==> config.mk <==
export PLATFORM = sky130hd
export DESIGN_NAME = contiguous_first_fit_block_allocator
export DESIGN_NICKNAME = d
export VERILOG_FILES = /design/src/design/cffba_pkg.sv /design/src/design/cffba_ram.sv /design/src/design/cffba_apb.sv /design/src/design/cffba_ctrl.sv /design/src/design/contiguous_first_fit_block_allocator.sv
export SDC_FILE = /design/constraint.sdc
export NUM_CORES = 1
export LEC_CHECK = 0
export BUFFER_PORTS_ARGS = -buffer_cell sky130_fd_sc_hd__buf_4
export CORE_AREA = 2 2 172 207
export DETAILED_ROUTE_END_ITERATION = 10
export DIE_AREA = 0 0 174 209
export GPL_ROUTABILITY_DRIVEN = 1
export PLACE_DENSITY = 0.86
export SLEW_MARGIN = 20
export SYNTH_ARGS = -nofsm -noshare
export SYNTH_HDL_FRONTEND = slang
export SYNTH_HIERARCHICAL = 1
export SYNTH_SLANG_ARGS = --single-unit
export TNS_END_PERCENT = 20
==> constraint.sdc <==
create_clock -name i_clk -period 4.2 [get_ports i_clk]
set_input_delay 0.21 -clock i_clk [delete_from_list [all_inputs] [get_ports i_clk]]
set_output_delay 0.21 -clock i_clk [all_outputs]
set_load 0.05 [all_outputs]
==> src/design/cffba_pkg.sv <==
`timescale 1ns / 1ps
package cffba_pkg;

    localparam int MAX_BLOCKS = 256;
    localparam int ADDR_W     = $clog2(MAX_BLOCKS);
    localparam int CNT_W      = $clog2(MAX_BLOCKS + 1);

    // stream payload widths, padded to whole bytes
    localparam int IN_TDATA_W  = ((ADDR_W + CNT_W + 7) / 8) * 8;
    localparam int OUT_TDATA_W = ((ADDR_W + 2 * CNT_W + 7) / 8) * 8;
    localparam int STATUS_W    = 2;

    // config port
    localparam int PADDR_W   = 3;
    localparam int PDATA_W   = 32;
    localparam int REG_IDX_W = PADDR_W - 2;
    localparam logic [REG_IDX_W-1:0] REG_DISK_SIZE = '0;
    localparam logic [CNT_W-1:0]     DISK_SIZE_RST = CNT_W'(MAX_BLOCKS);

    // request kinds
    localparam logic CMD_ALLOC = 1'b0;
    localparam logic CMD_FREE  = 1'b1;

    // result status codes
    localparam logic [STATUS_W-1:0] ST_DONE    = 2'd0;
    localparam logic [STATUS_W-1:0] ST_NOSPACE = 2'd1;
    localparam logic [STATUS_W-1:0] ST_RANGE   = 2'd2;

    typedef enum logic [2:0] {
        S_CLEAR,
        S_IDLE,
        S_SEARCH,
        S_MARK,
        S_FREE,
        S_RESP
    } t_state;

    typedef struct packed {
        logic             wr;        // disk_size written this cycle
        logic [CNT_W-1:0] eff_size;  // disk_size saturated to MAX_BLOCKS
    } t_cfg;

    typedef struct packed {
        logic              we;
        logic [ADDR_W-1:0] waddr;
        logic              wdata;
        logic [ADDR_W-1:0] raddr;
    } t_ram_req;

endpackage

==> src/design/cffba_ram.sv <==
`timescale 1ns / 1ps
module cffba_ram #(
    parameter int WIDTH = 1,
    parameter int DEPTH = 256
) (
    input  logic                     i_clk,
    input  logic                     i_we,
    input  logic [$clog2(DEPTH)-1:0] i_waddr,
    input  logic [WIDTH-1:0]         i_wdata,
    input  logic [$clog2(DEPTH)-1:0] i_raddr,
    output logic [WIDTH-1:0]         o_rdata
);

    logic [WIDTH-1:0] r_mem [DEPTH];

    always_ff @(posedge i_clk) begin
        if (i_we) begin
            r_mem[i_waddr] <= i_wdata;
        end
        o_rdata <= r_mem[i_raddr];
    end

endmodule

==> src/design/cffba_apb.sv <==
`timescale 1ns / 1ps
module cffba_apb (
    input  logic                           i_clk,
    input  logic                           i_rst_n,
    input  logic                           i_psel,
    input  logic                           i_penable,
    input  logic                           i_pwrite,
    input  logic [cffba_pkg::PADDR_W-1:0]  i_paddr,
    input  logic [cffba_pkg::PDATA_W-1:0]  i_pwdata,
    output logic [cffba_pkg::PDATA_W-1:0]  o_prdata,
    output logic                           o_pready,
    output cffba_pkg::t_cfg                o_cfg
);
    import cffba_pkg::*;

    logic [CNT_W-1:0]     r_disk_size;
    logic [REG_IDX_W-1:0] s_idx;
    logic                 s_wr;

    assign s_idx    = i_paddr[PADDR_W-1:2];
    assign o_pready = 1'b1;
    assign s_wr     = i_psel && i_penable && i_pwrite && o_pready && (s_idx == REG_DISK_SIZE);

    always_ff @(posedge i_clk) begin
        if (!i_rst_n) begin
            r_disk_size <= DISK_SIZE_RST;
        end else if (s_wr) begin
            r_disk_size <= i_pwdata[CNT_W-1:0];
        end
    end

    always_comb begin
        o_cfg.wr       = s_wr;
        o_cfg.eff_size = (r_disk_size > CNT_W'(MAX_BLOCKS)) ? CNT_W'(MAX_BLOCKS) : r_disk_size;
        o_prdata       = (s_idx == REG_DISK_SIZE) ? PDATA_W'(r_disk_size) : '0;
    end

endmodule

==> src/design/cffba_ctrl.sv <==
`timescale 1ns / 1ps
module cffba_ctrl (
    input  logic                            i_clk,
    input  logic                            i_rst_n,
    input  cffba_pkg::t_cfg                 i_cfg,
    // request side
    input  logic                            i_req_valid,
    output logic                            o_req_ready,
    input  logic                            i_cmd,
    input  logic [cffba_pkg::ADDR_W-1:0]    i_start,
    input  logic [cffba_pkg::CNT_W-1:0]     i_len,
    // result side
    output logic                            o_res_valid,
    input  logic                            i_res_ready,
    output logic [cffba_pkg::STATUS_W-1:0]  o_status,
    output logic [cffba_pkg::ADDR_W-1:0]    o_alloc_start,
    output logic [cffba_pkg::CNT_W-1:0]     o_used,
    output logic [cffba_pkg::CNT_W-1:0]     o_free,
    // map memory
    output cffba_pkg::t_ram_req             o_ram,
    input  logic                            i_ram_rdata
);
    import cffba_pkg::*;

    t_state r_state, n_state;

    logic [ADDR_W-1:0]   r_addr;    // sweep / issue / mark pointer
    logic [CNT_W-1:0]    r_left;    // entries still to issue or mark
    logic                r_dv;      // read data valid this cycle
    logic [ADDR_W-1:0]   r_didx;    // index of that read data
    logic                r_cmd;
    logic [CNT_W-1:0]    r_len;
    logic [CNT_W-1:0]    r_run;
    logic [ADDR_W-1:0]   r_where;
    logic [STATUS_W-1:0] r_status;
    logic [CNT_W-1:0]    r_used;

    logic                r_ovalid;
    logic [STATUS_W-1:0] r_ostatus;
    logic [ADDR_W-1:0]   r_ostart;
    logic [CNT_W-1:0]    r_oused;
    logic [CNT_W-1:0]    r_ofree;

    logic                s_accept;
    logic                s_range;
    logic [CNT_W-1:0]    s_run_inc;
    logic                s_found;
    logic [ADDR_W-1:0]   s_where;
    logic                s_drained;
    logic                s_load;

    assign s_accept  = i_req_valid && o_req_ready;
    assign s_range   = ((CNT_W + 1)'(i_start) + (CNT_W + 1)'(i_len)) >
                       (CNT_W + 1)'(i_cfg.eff_size);
    assign s_run_inc = r_run + CNT_W'(1);
    assign s_found   = r_dv && !i_ram_rdata && ((r_len == '0) || (s_run_inc >= r_len));
    assign s_drained = !r_dv && (r_left == '0);
    assign s_load    = !r_ovalid || i_res_ready;

    // run ends at r_didx, so it starts len-1 entries earlier
    always_comb begin
        if (r_len == '0) begin
            s_where = r_didx;
        end else begin
            s_where = ADDR_W'(CNT_W'(r_didx) + CNT_W'(1) - r_len);
        end
    end

    // next state
    always_comb begin
        n_state = r_state;
        case (r_state)
            S_CLEAR: begin
                if (r_addr == ADDR_W'(MAX_BLOCKS - 1)) n_state = S_IDLE;
            end
            S_IDLE: begin
                if (s_accept) begin
                    if (i_cmd == CMD_ALLOC) begin
                        n_state = S_SEARCH;
                    end else if (s_range || (i_len == '0)) begin
                        n_state = S_RESP;
                    end else begin
                        n_state = S_FREE;
                    end
                end
            end
            S_SEARCH: begin
                if (s_found) begin
                    n_state = (r_len == '0) ? S_RESP : S_MARK;
                end else if (s_drained) begin
                    n_state = S_RESP;
                end
            end
            S_MARK: begin
                if (r_left == CNT_W'(1)) n_state = S_RESP;
            end
            S_FREE: begin
                if (s_drained) n_state = S_RESP;
            end
            S_RESP: begin
                if (s_load) n_state = S_IDLE;
            end
            default: n_state = S_CLEAR;
        endcase
        if (i_cfg.wr) n_state = S_CLEAR;
    end

    // outputs
    always_comb begin
        o_req_ready = (r_state == S_IDLE);
        o_ram.raddr = r_addr;
        o_ram.we    = 1'b0;
        o_ram.waddr = r_addr;
        o_ram.wdata = 1'b0;
        case (r_state)
            S_CLEAR: begin
                o_ram.we = 1'b1;
            end
            S_MARK: begin
                o_ram.we    = 1'b1;
                o_ram.wdata = 1'b1;
            end
            S_FREE: begin
                // clear each entry in the cycle after it was read
                o_ram.we    = r_dv;
                o_ram.waddr = r_didx;
            end
            default: o_ram.we = 1'b0;
        endcase
    end

    always_ff @(posedge i_clk) begin
        if (!i_rst_n) begin
            r_state <= S_CLEAR;
        end else begin
            r_state <= n_state;
        end
    end

    // working registers
    always_ff @(posedge i_clk) begin
        if (!i_rst_n) begin
            r_addr <= '0;
            r_used <= '0;
            r_dv   <= 1'b0;
        end else if (i_cfg.wr) begin
            r_addr <= '0;
            r_used <= '0;
            r_dv   <= 1'b0;
        end else begin
            case (r_state)
                S_CLEAR: begin
                    r_addr <= r_addr + ADDR_W'(1);
                end
                S_IDLE: begin
                    if (s_accept) begin
                        r_cmd    <= i_cmd;
                        r_len    <= i_len;
                        r_run    <= '0;
                        r_dv     <= 1'b0;
                        r_where  <= '0;
                        r_status <= ST_DONE;
                        if (i_cmd == CMD_ALLOC) begin
                            r_addr <= '0;
                            r_left <= i_cfg.eff_size;
                        end else begin
                            r_addr <= i_start;
                            r_left <= i_len;
                            if (s_range) r_status <= ST_RANGE;
                        end
                    end
                end
                S_SEARCH: begin
                    r_dv <= (r_left != '0);
                    if (r_dv) begin
                        r_run <= i_ram_rdata ? '0 : s_run_inc;
                    end
                    if (s_found) begin
                        // rewind to the run start for marking
                        r_where <= s_where;
                        r_addr  <= s_where;
                        r_left  <= r_len;
                    end else begin
                        if (r_left != '0) begin
                            r_addr <= r_addr + ADDR_W'(1);
                            r_left <= r_left - CNT_W'(1);
                            r_didx <= r_addr;
                        end
                        if (s_drained) r_status <= ST_NOSPACE;
                    end
                end
                S_MARK: begin
                    r_addr <= r_addr + ADDR_W'(1);
                    r_left <= r_left - CNT_W'(1);
                    if (r_left == CNT_W'(1)) r_used <= r_used + r_len;
                end
                S_FREE: begin
                    if (r_left != '0) begin
                        r_addr <= r_addr + ADDR_W'(1);
                        r_left <= r_left - CNT_W'(1);
                        r_didx <= r_addr;
                    end
                    r_dv <= (r_left != '0);
                    if (r_dv && i_ram_rdata) r_used <= r_used - CNT_W'(1);
                end
                default: r_dv <= 1'b0;
            endcase
        end
    end

    // result register
    always_ff @(posedge i_clk) begin
        if (!i_rst_n) begin
            r_ovalid <= 1'b0;
        end else if ((r_state == S_RESP) && s_load) begin
            r_ovalid <= 1'b1;
        end else if (i_res_ready) begin
            r_ovalid <= 1'b0;
        end
    end

    always_ff @(posedge i_clk) begin
        if ((r_state == S_RESP) && s_load) begin
            r_ostatus <= r_status;
            r_ostart  <= (r_cmd == CMD_ALLOC) ? r_where : '0;
            r_oused   <= r_used;
            r_ofree   <= i_cfg.eff_size - r_used;
        end
    end

    assign o_res_valid   = r_ovalid;
    assign o_status      = r_ostatus;
    assign o_alloc_start = r_ostart;
    assign o_used        = r_oused;
    assign o_free        = r_ofree;

endmodule

==> src/design/contiguous_first_fit_block_allocator.sv <==
`timescale 1ns / 1ps
// First-fit contiguous block allocator over an in-use bitmap.
//
// Requests come in on the s_* stream, one item per request: tuser holds the
// request kind (allocate or free), tdata holds the start block and length.
// Each request gives exactly one result item on the m_* stream carrying a
// status code, the granted start block and the used and free block counts.
// disk_size is set through the APB port at byte address 0.
//
// The map lives in a 1-bit wide RAM with a registered read port. An allocate
// scans the map one entry per cycle from block 0 (first fit) and then marks
// the run one entry per cycle. A free reads and clears one entry per cycle;
// an out-of-range or empty free skips the map. One request is in work at a
// time, so the rate is set by that scan.
//
// After reset, and after every disk_size write, a clearing pass writes all
// MAX_BLOCKS map entries to free with s_tready low.
// Results sit in an output register; while the receiver stalls it holds,
// and the next request can still be taken and worked on, waiting for the
// register before its own result is loaded.
module contiguous_first_fit_block_allocator (
    input  logic                               i_clk,
    input  logic                               i_rst_n,
    // config port
    input  logic                               i_psel,
    input  logic                               i_penable,
    input  logic                               i_pwrite,
    input  logic [cffba_pkg::PADDR_W-1:0]      i_paddr,
    input  logic [cffba_pkg::PDATA_W-1:0]      i_pwdata,
    output logic [cffba_pkg::PDATA_W-1:0]      o_prdata,
    output logic                               o_pready,
    // request stream
    input  logic                               i_s_tvalid,
    output logic                               o_s_tready,
    input  logic [cffba_pkg::IN_TDATA_W-1:0]   i_s_tdata,   // start_req, length
    input  logic                               i_s_tuser,   // cmd
    // result stream
    output logic                               o_m_tvalid,
    input  logic                               i_m_tready,
    output logic [cffba_pkg::OUT_TDATA_W-1:0]  o_m_tdata,   // alloc_start, used, free
    output logic [cffba_pkg::STATUS_W-1:0]     o_m_tuser    // status
);
    import cffba_pkg::*;

    t_cfg              s_cfg;
    t_ram_req          s_ram;
    logic              s_rdata;
    logic [ADDR_W-1:0] s_alloc_start;
    logic [CNT_W-1:0]  s_used;
    logic [CNT_W-1:0]  s_free;

    cffba_apb u_apb (
        .i_clk     (i_clk),
        .i_rst_n   (i_rst_n),
        .i_psel    (i_psel),
        .i_penable (i_penable),
        .i_pwrite  (i_pwrite),
        .i_paddr   (i_paddr),
        .i_pwdata  (i_pwdata),
        .o_prdata  (o_prdata),
        .o_pready  (o_pready),
        .o_cfg     (s_cfg)
    );

    cffba_ram #(
        .WIDTH (1),
        .DEPTH (MAX_BLOCKS)
    ) u_map (
        .i_clk   (i_clk),
        .i_we    (s_ram.we),
        .i_waddr (s_ram.waddr),
        .i_wdata (s_ram.wdata),
        .i_raddr (s_ram.raddr),
        .o_rdata (s_rdata)
    );

    cffba_ctrl u_ctrl (
        .i_clk         (i_clk),
        .i_rst_n       (i_rst_n),
        .i_cfg         (s_cfg),
        .i_req_valid   (i_s_tvalid),
        .o_req_ready   (o_s_tready),
        .i_cmd         (i_s_tuser),
        .i_start       (i_s_tdata[ADDR_W-1:0]),
        .i_len         (i_s_tdata[ADDR_W+CNT_W-1:ADDR_W]),
        .o_res_valid   (o_m_tvalid),
        .i_res_ready   (i_m_tready),
        .o_status      (o_m_tuser),
        .o_alloc_start (s_alloc_start),
        .o_used        (s_used),
        .o_free        (s_free),
        .o_ram         (s_ram),
        .i_ram_rdata   (s_rdata)
    );

    assign o_m_tdata = OUT_TDATA_W'({s_free, s_used, s_alloc_start});

endmodule

==> impl_metrics.py <==
metrics = {
    "detailed_routing": {
        "wl_per_cell_um": 21.2,
        "dr_total_vias": 13439,
        "detail-route-antenna-nets": 0,
        "routed_via_density": 6.20,
        "drc_errors": 0,
        "drt_pass1_iterations": 6,
        "wl_um": 45900,
        "dr.first_iter.drc_count": 1657,
    },
    "sta": {
        "skew_ns": 0.0261,
        "slew_headroom_pct": 24.3,
        "grt_setup_unrepaired": "no",
        "drv_slew": 0,
        "fmax_ghz": 0.271,
        "final-hold-violation-count": 0,
        "min_period_ns": 3.69,
        "fin_tns_setup_ns": 0,
        "min_period_over_period_pct": 87.8,
        "final-setup-viol-count": 0,
        "fin_ws_ns": 0.511,
        "tightest_slew_ns": 1.13,
    },
    "die": {
        "die-area_mm2": 0.0364,
        "die_h_um": 209,
        "fp-row-count": 75,
        "start_util_pct": 54.1,
        "core_mm2": 0.0345,
        "io_pins": 136,
        "die_w_um": 174,
    },
    "min_path": {
        "holdCritPathClass": "input pin to flip-flop",
        "hold_depth": 3,
    },
    "finish": {
        "area_delta_synth_final_pct": 11.6,
        "multi_input_area_mm2": 0.00738,
        "fin_util_pct": 60.3,
        "layout_commonest_cell": "edfxtp_1",
        "antenna_cells": 0,
        "regArea_mm2": 0.0106,
        "final_cell_mix": "330 x edfxtp_1, 314 x nor2_1, 121 x nand2_1",
        "n_fill_cell": 2597,
        "final_cells": 2167,
        "fin_nets": 1811,
        "post-route-cell-area_mm2": 0.0208,
        "drive_above_1_share_pct": 13.0,
    },
    "setup_path": {
        "r2r_end": "u_map/r_mem[128]",
        "critPathCapture": "u_map/r_mem[128]",
        "ff2ff_setup_slack_ns": 0.51,
        "cpMaxStageDelayCell": "nand2_1",
        "cp_common_cell": "nand2_1",
        "worstSetupEndpointType": "flip-flop",
        "slowest_delay_ns": 0.67,
        "crit_chain": "and2b_1 > nand2_1 > inv_6 > a21oi_1 > nand2_1 > nor3b_1 > nand2_1 > nor2_1",
        "crit_buf_inv": 1,
        "startpoint_type": "flip-flop",
        "r2r_cells": 8,
        "critical_path_class": "flip-flop to flip-flop",
        "critical_path_depth": 8,
        "critPathLaunch": "u_ctrl/r_state[2]",
        "crit_fanout": 78,
        "required_ns": 4.42,
        "crit_arrival_ns": 3.91,
        "r2r-start": "u_ctrl/r_state[2]",
        "crit_family": "simple AND/OR/NAND/NOR gates",
    },
    "grt": {
        "first_global_vias": 13150,
        "antenna_found_initial": 0,
        "grt_pass1_wl_um": 70600,
        "grt.total_usage_pct": 24.9,
        "grt_max_degree": 109,
        "overflow": 0,
    },
    "clocking": {
        "post_cts_buffers": 0,
        "cts_tree": "done",
        "path_clk_slew_ns": 0.06,
        "ctsHoldBuffers": 18,
        "clockBufferDepth": 3,
        "clkSinkCount": 362,
        "cts_root_buffer": "clkbuf_16",
        "insertion_delay_ns": 0.56,
        "cts_resized": 0,
        "htreeDepth": 2,
        "numCtsBuffers": 37,
    },
    "yosys": {
        "synth.avg_cell_area_um2": 11.6,
        "async_reset_ff_share_pct": 0,
        "synth_area_leaders": "edfxtp_1 53%, nor2_1 6.3%, mux4_2 5.1%, ha_1 4.1%, mux2i_1 3.9%",
        "synth_warnings": 6,
        "synth_edf_count": 330,
        "synth_compound_area_share_pct": 8.29,
        "netlist_area_mm2": 0.0187,
        "yosys.area_share.xor_xnor_pct": 2.16,
        "synth-simple-area-share_pct": 14.9,
        "synthMuxAreaShare_pct": 9.04,
        "syn_inst": 1615,
        "synth_fa_ha_area_share_pct": 4.52,
        "synth_top_area_share_pct": 53.1,
        "synth_top_area_cell": "edfxtp_1",
        "synth-main-ff-cell": "edfxtp_1",
        "synth_cell_type_count": 78,
        "synth_top_family_by_area": "simple AND/OR/NAND/NOR gates",
        "ys_seq_area_share_pct": 56.5,
        "ys_ff_latch": 362,
    },
    "power": {
        "clockPowerShare_pct": 42.2,
        "seqPwrFrac_pct": 50.6,
        "vdd_drop_max_v": 0.000344,
        "p_sw_mw": 1.77,
        "switching_share_pct": 22.8,
        "p_per_area_mw_per_mm2": 372,
        "power_frac_comb_pct": 7.2,
        "p_leak_nw": 6.59,
        "p_int_mw": 5.99,
    },
    "placed_design": {
        "portBuffers": 73,
        "placed_area_mm2": 0.0195,
        "dp_slack_ns": 0.653,
        "place_inst": 2084,
        "place.gp.congestion": 0.967,
        "dpl.hpwl_um": 29500,
    },
    "status": {
        "outcome": "complete, no violations",
    },
    "flow_run": {
        "cap_violations": 0,
    },
}
[worst register-to-register path: stages (launching register included)]
cell and delay (ns):
dfxtp_1 0.50, and2b_1 0.35, nand2_1 0.22, inv_6 0.42
a21oi_1 0.16, nand2_1 0.16, nor3b_1 0.53, nand2_1 0.68
nor2_1 0.36
[synthesized netlist by cell type (12+ instances only)]
cell type	number
o21ai_0	36
o22ai_1	27
nor3_1	26
nor2b_1	48
mux2i_1	72
dfxtp_1	32
nor2_1	314
xor2_1	18
a31oi_1	14
xnor2_1	28
nand2b_1	13
ha_1	61
a211oi_1	12
o21ai_1	12
clkbuf_1	63
nand2_1	121
edfxtp_1	330
buf_4	36
nand3_1	33
mux4_2	42
inv_1	49
a21oi_1	46
[worst min path at each step]
stage | from | to | slack [ns]
detailed placement | u_ctrl/r_status[1] | u_ctrl/o_status[1] | 0.41
global route | i_s_tuser | u_ctrl/r_cmd | 0.06
CTS | i_s_tdata[7] | u_ctrl/r_addr[7] | 0.03
floorplan | i_s_tuser | u_ctrl/r_cmd | 0.31
finish | i_rst_n | u_apb/r_disk_size[0] | 0.06
global placement | u_ctrl/r_status[0] | u_ctrl/o_status[0] | 0.41
[power by group through the flow]
stage | clock [mW] | combinational (mW) | sequential (mW)
floorplan | 0 | 0.426 | 3.97
global placement | 0 | 0.516 | 4.00
detailed placement | 0 | 0.526 | 4.00
CTS | 3.30 | 0.544 | 3.93
global route | 3.44 | 0.584 | 3.93
finish | 3.27 | 0.557 | 3.93
[sequential cells by signal, summed over array words and instances, names as in the netlist, 2 cells and up]
signal	count
u_apb/r_disk_size	9
u_ctrl/o_alloc_start	8
u_ctrl/o_free	9
u_ctrl/o_status	2
u_ctrl/o_used	9
u_ctrl/r_addr	8
u_ctrl/r_didx	8
u_ctrl/r_left	9
u_ctrl/r_len	9
u_ctrl/r_run	9
u_ctrl/r_state	3
u_ctrl/r_status	2
u_ctrl/r_used	9
u_ctrl/r_where	8
u_map/r_mem	256
[logic make-up after synthesis]
group           after synthesis
simple gates                618
flops                       362
compound gates              234
buf+inv                     171
mux                         116
fa+ha+maj                    65
xor+xnor                     46
other cells                   3
[final cells by class]
type	instances	share of cell area, %
tap	462	2.77
timing repair buffer	117	4.43
inverter	52	0.961
clock inverter	15	0.859
sequential	362	50.7
multi-input combinational	1109	35.4
clock buffer	50	4.88
[metrics by stage]
step,power (mW),hold WS (ns)
after floorplan,4.40,0.309
after global placement,4.52,0.406
after detailed placement,4.53,0.413
after CTS,7.77,0.0277
after global routing,7.95,0.0609
final,7.76,0.0608
[per-layer routing]
| layer | vias up | wire, µm | GRT usage [%] |
|---|---|---|---|
| li1 | 5936 | - | - |
| met3 | 229 | 4470 | 3.86 |
| met5 | - | 0 | 0 |
| met2 | 878 | 22600 | 42.5 |
| met4 | 0 | 2930 | 15.1 |
| met1 | 6396 | 15900 | 29.9 |
Note: power is estimated with default switching activity, not from simulation.
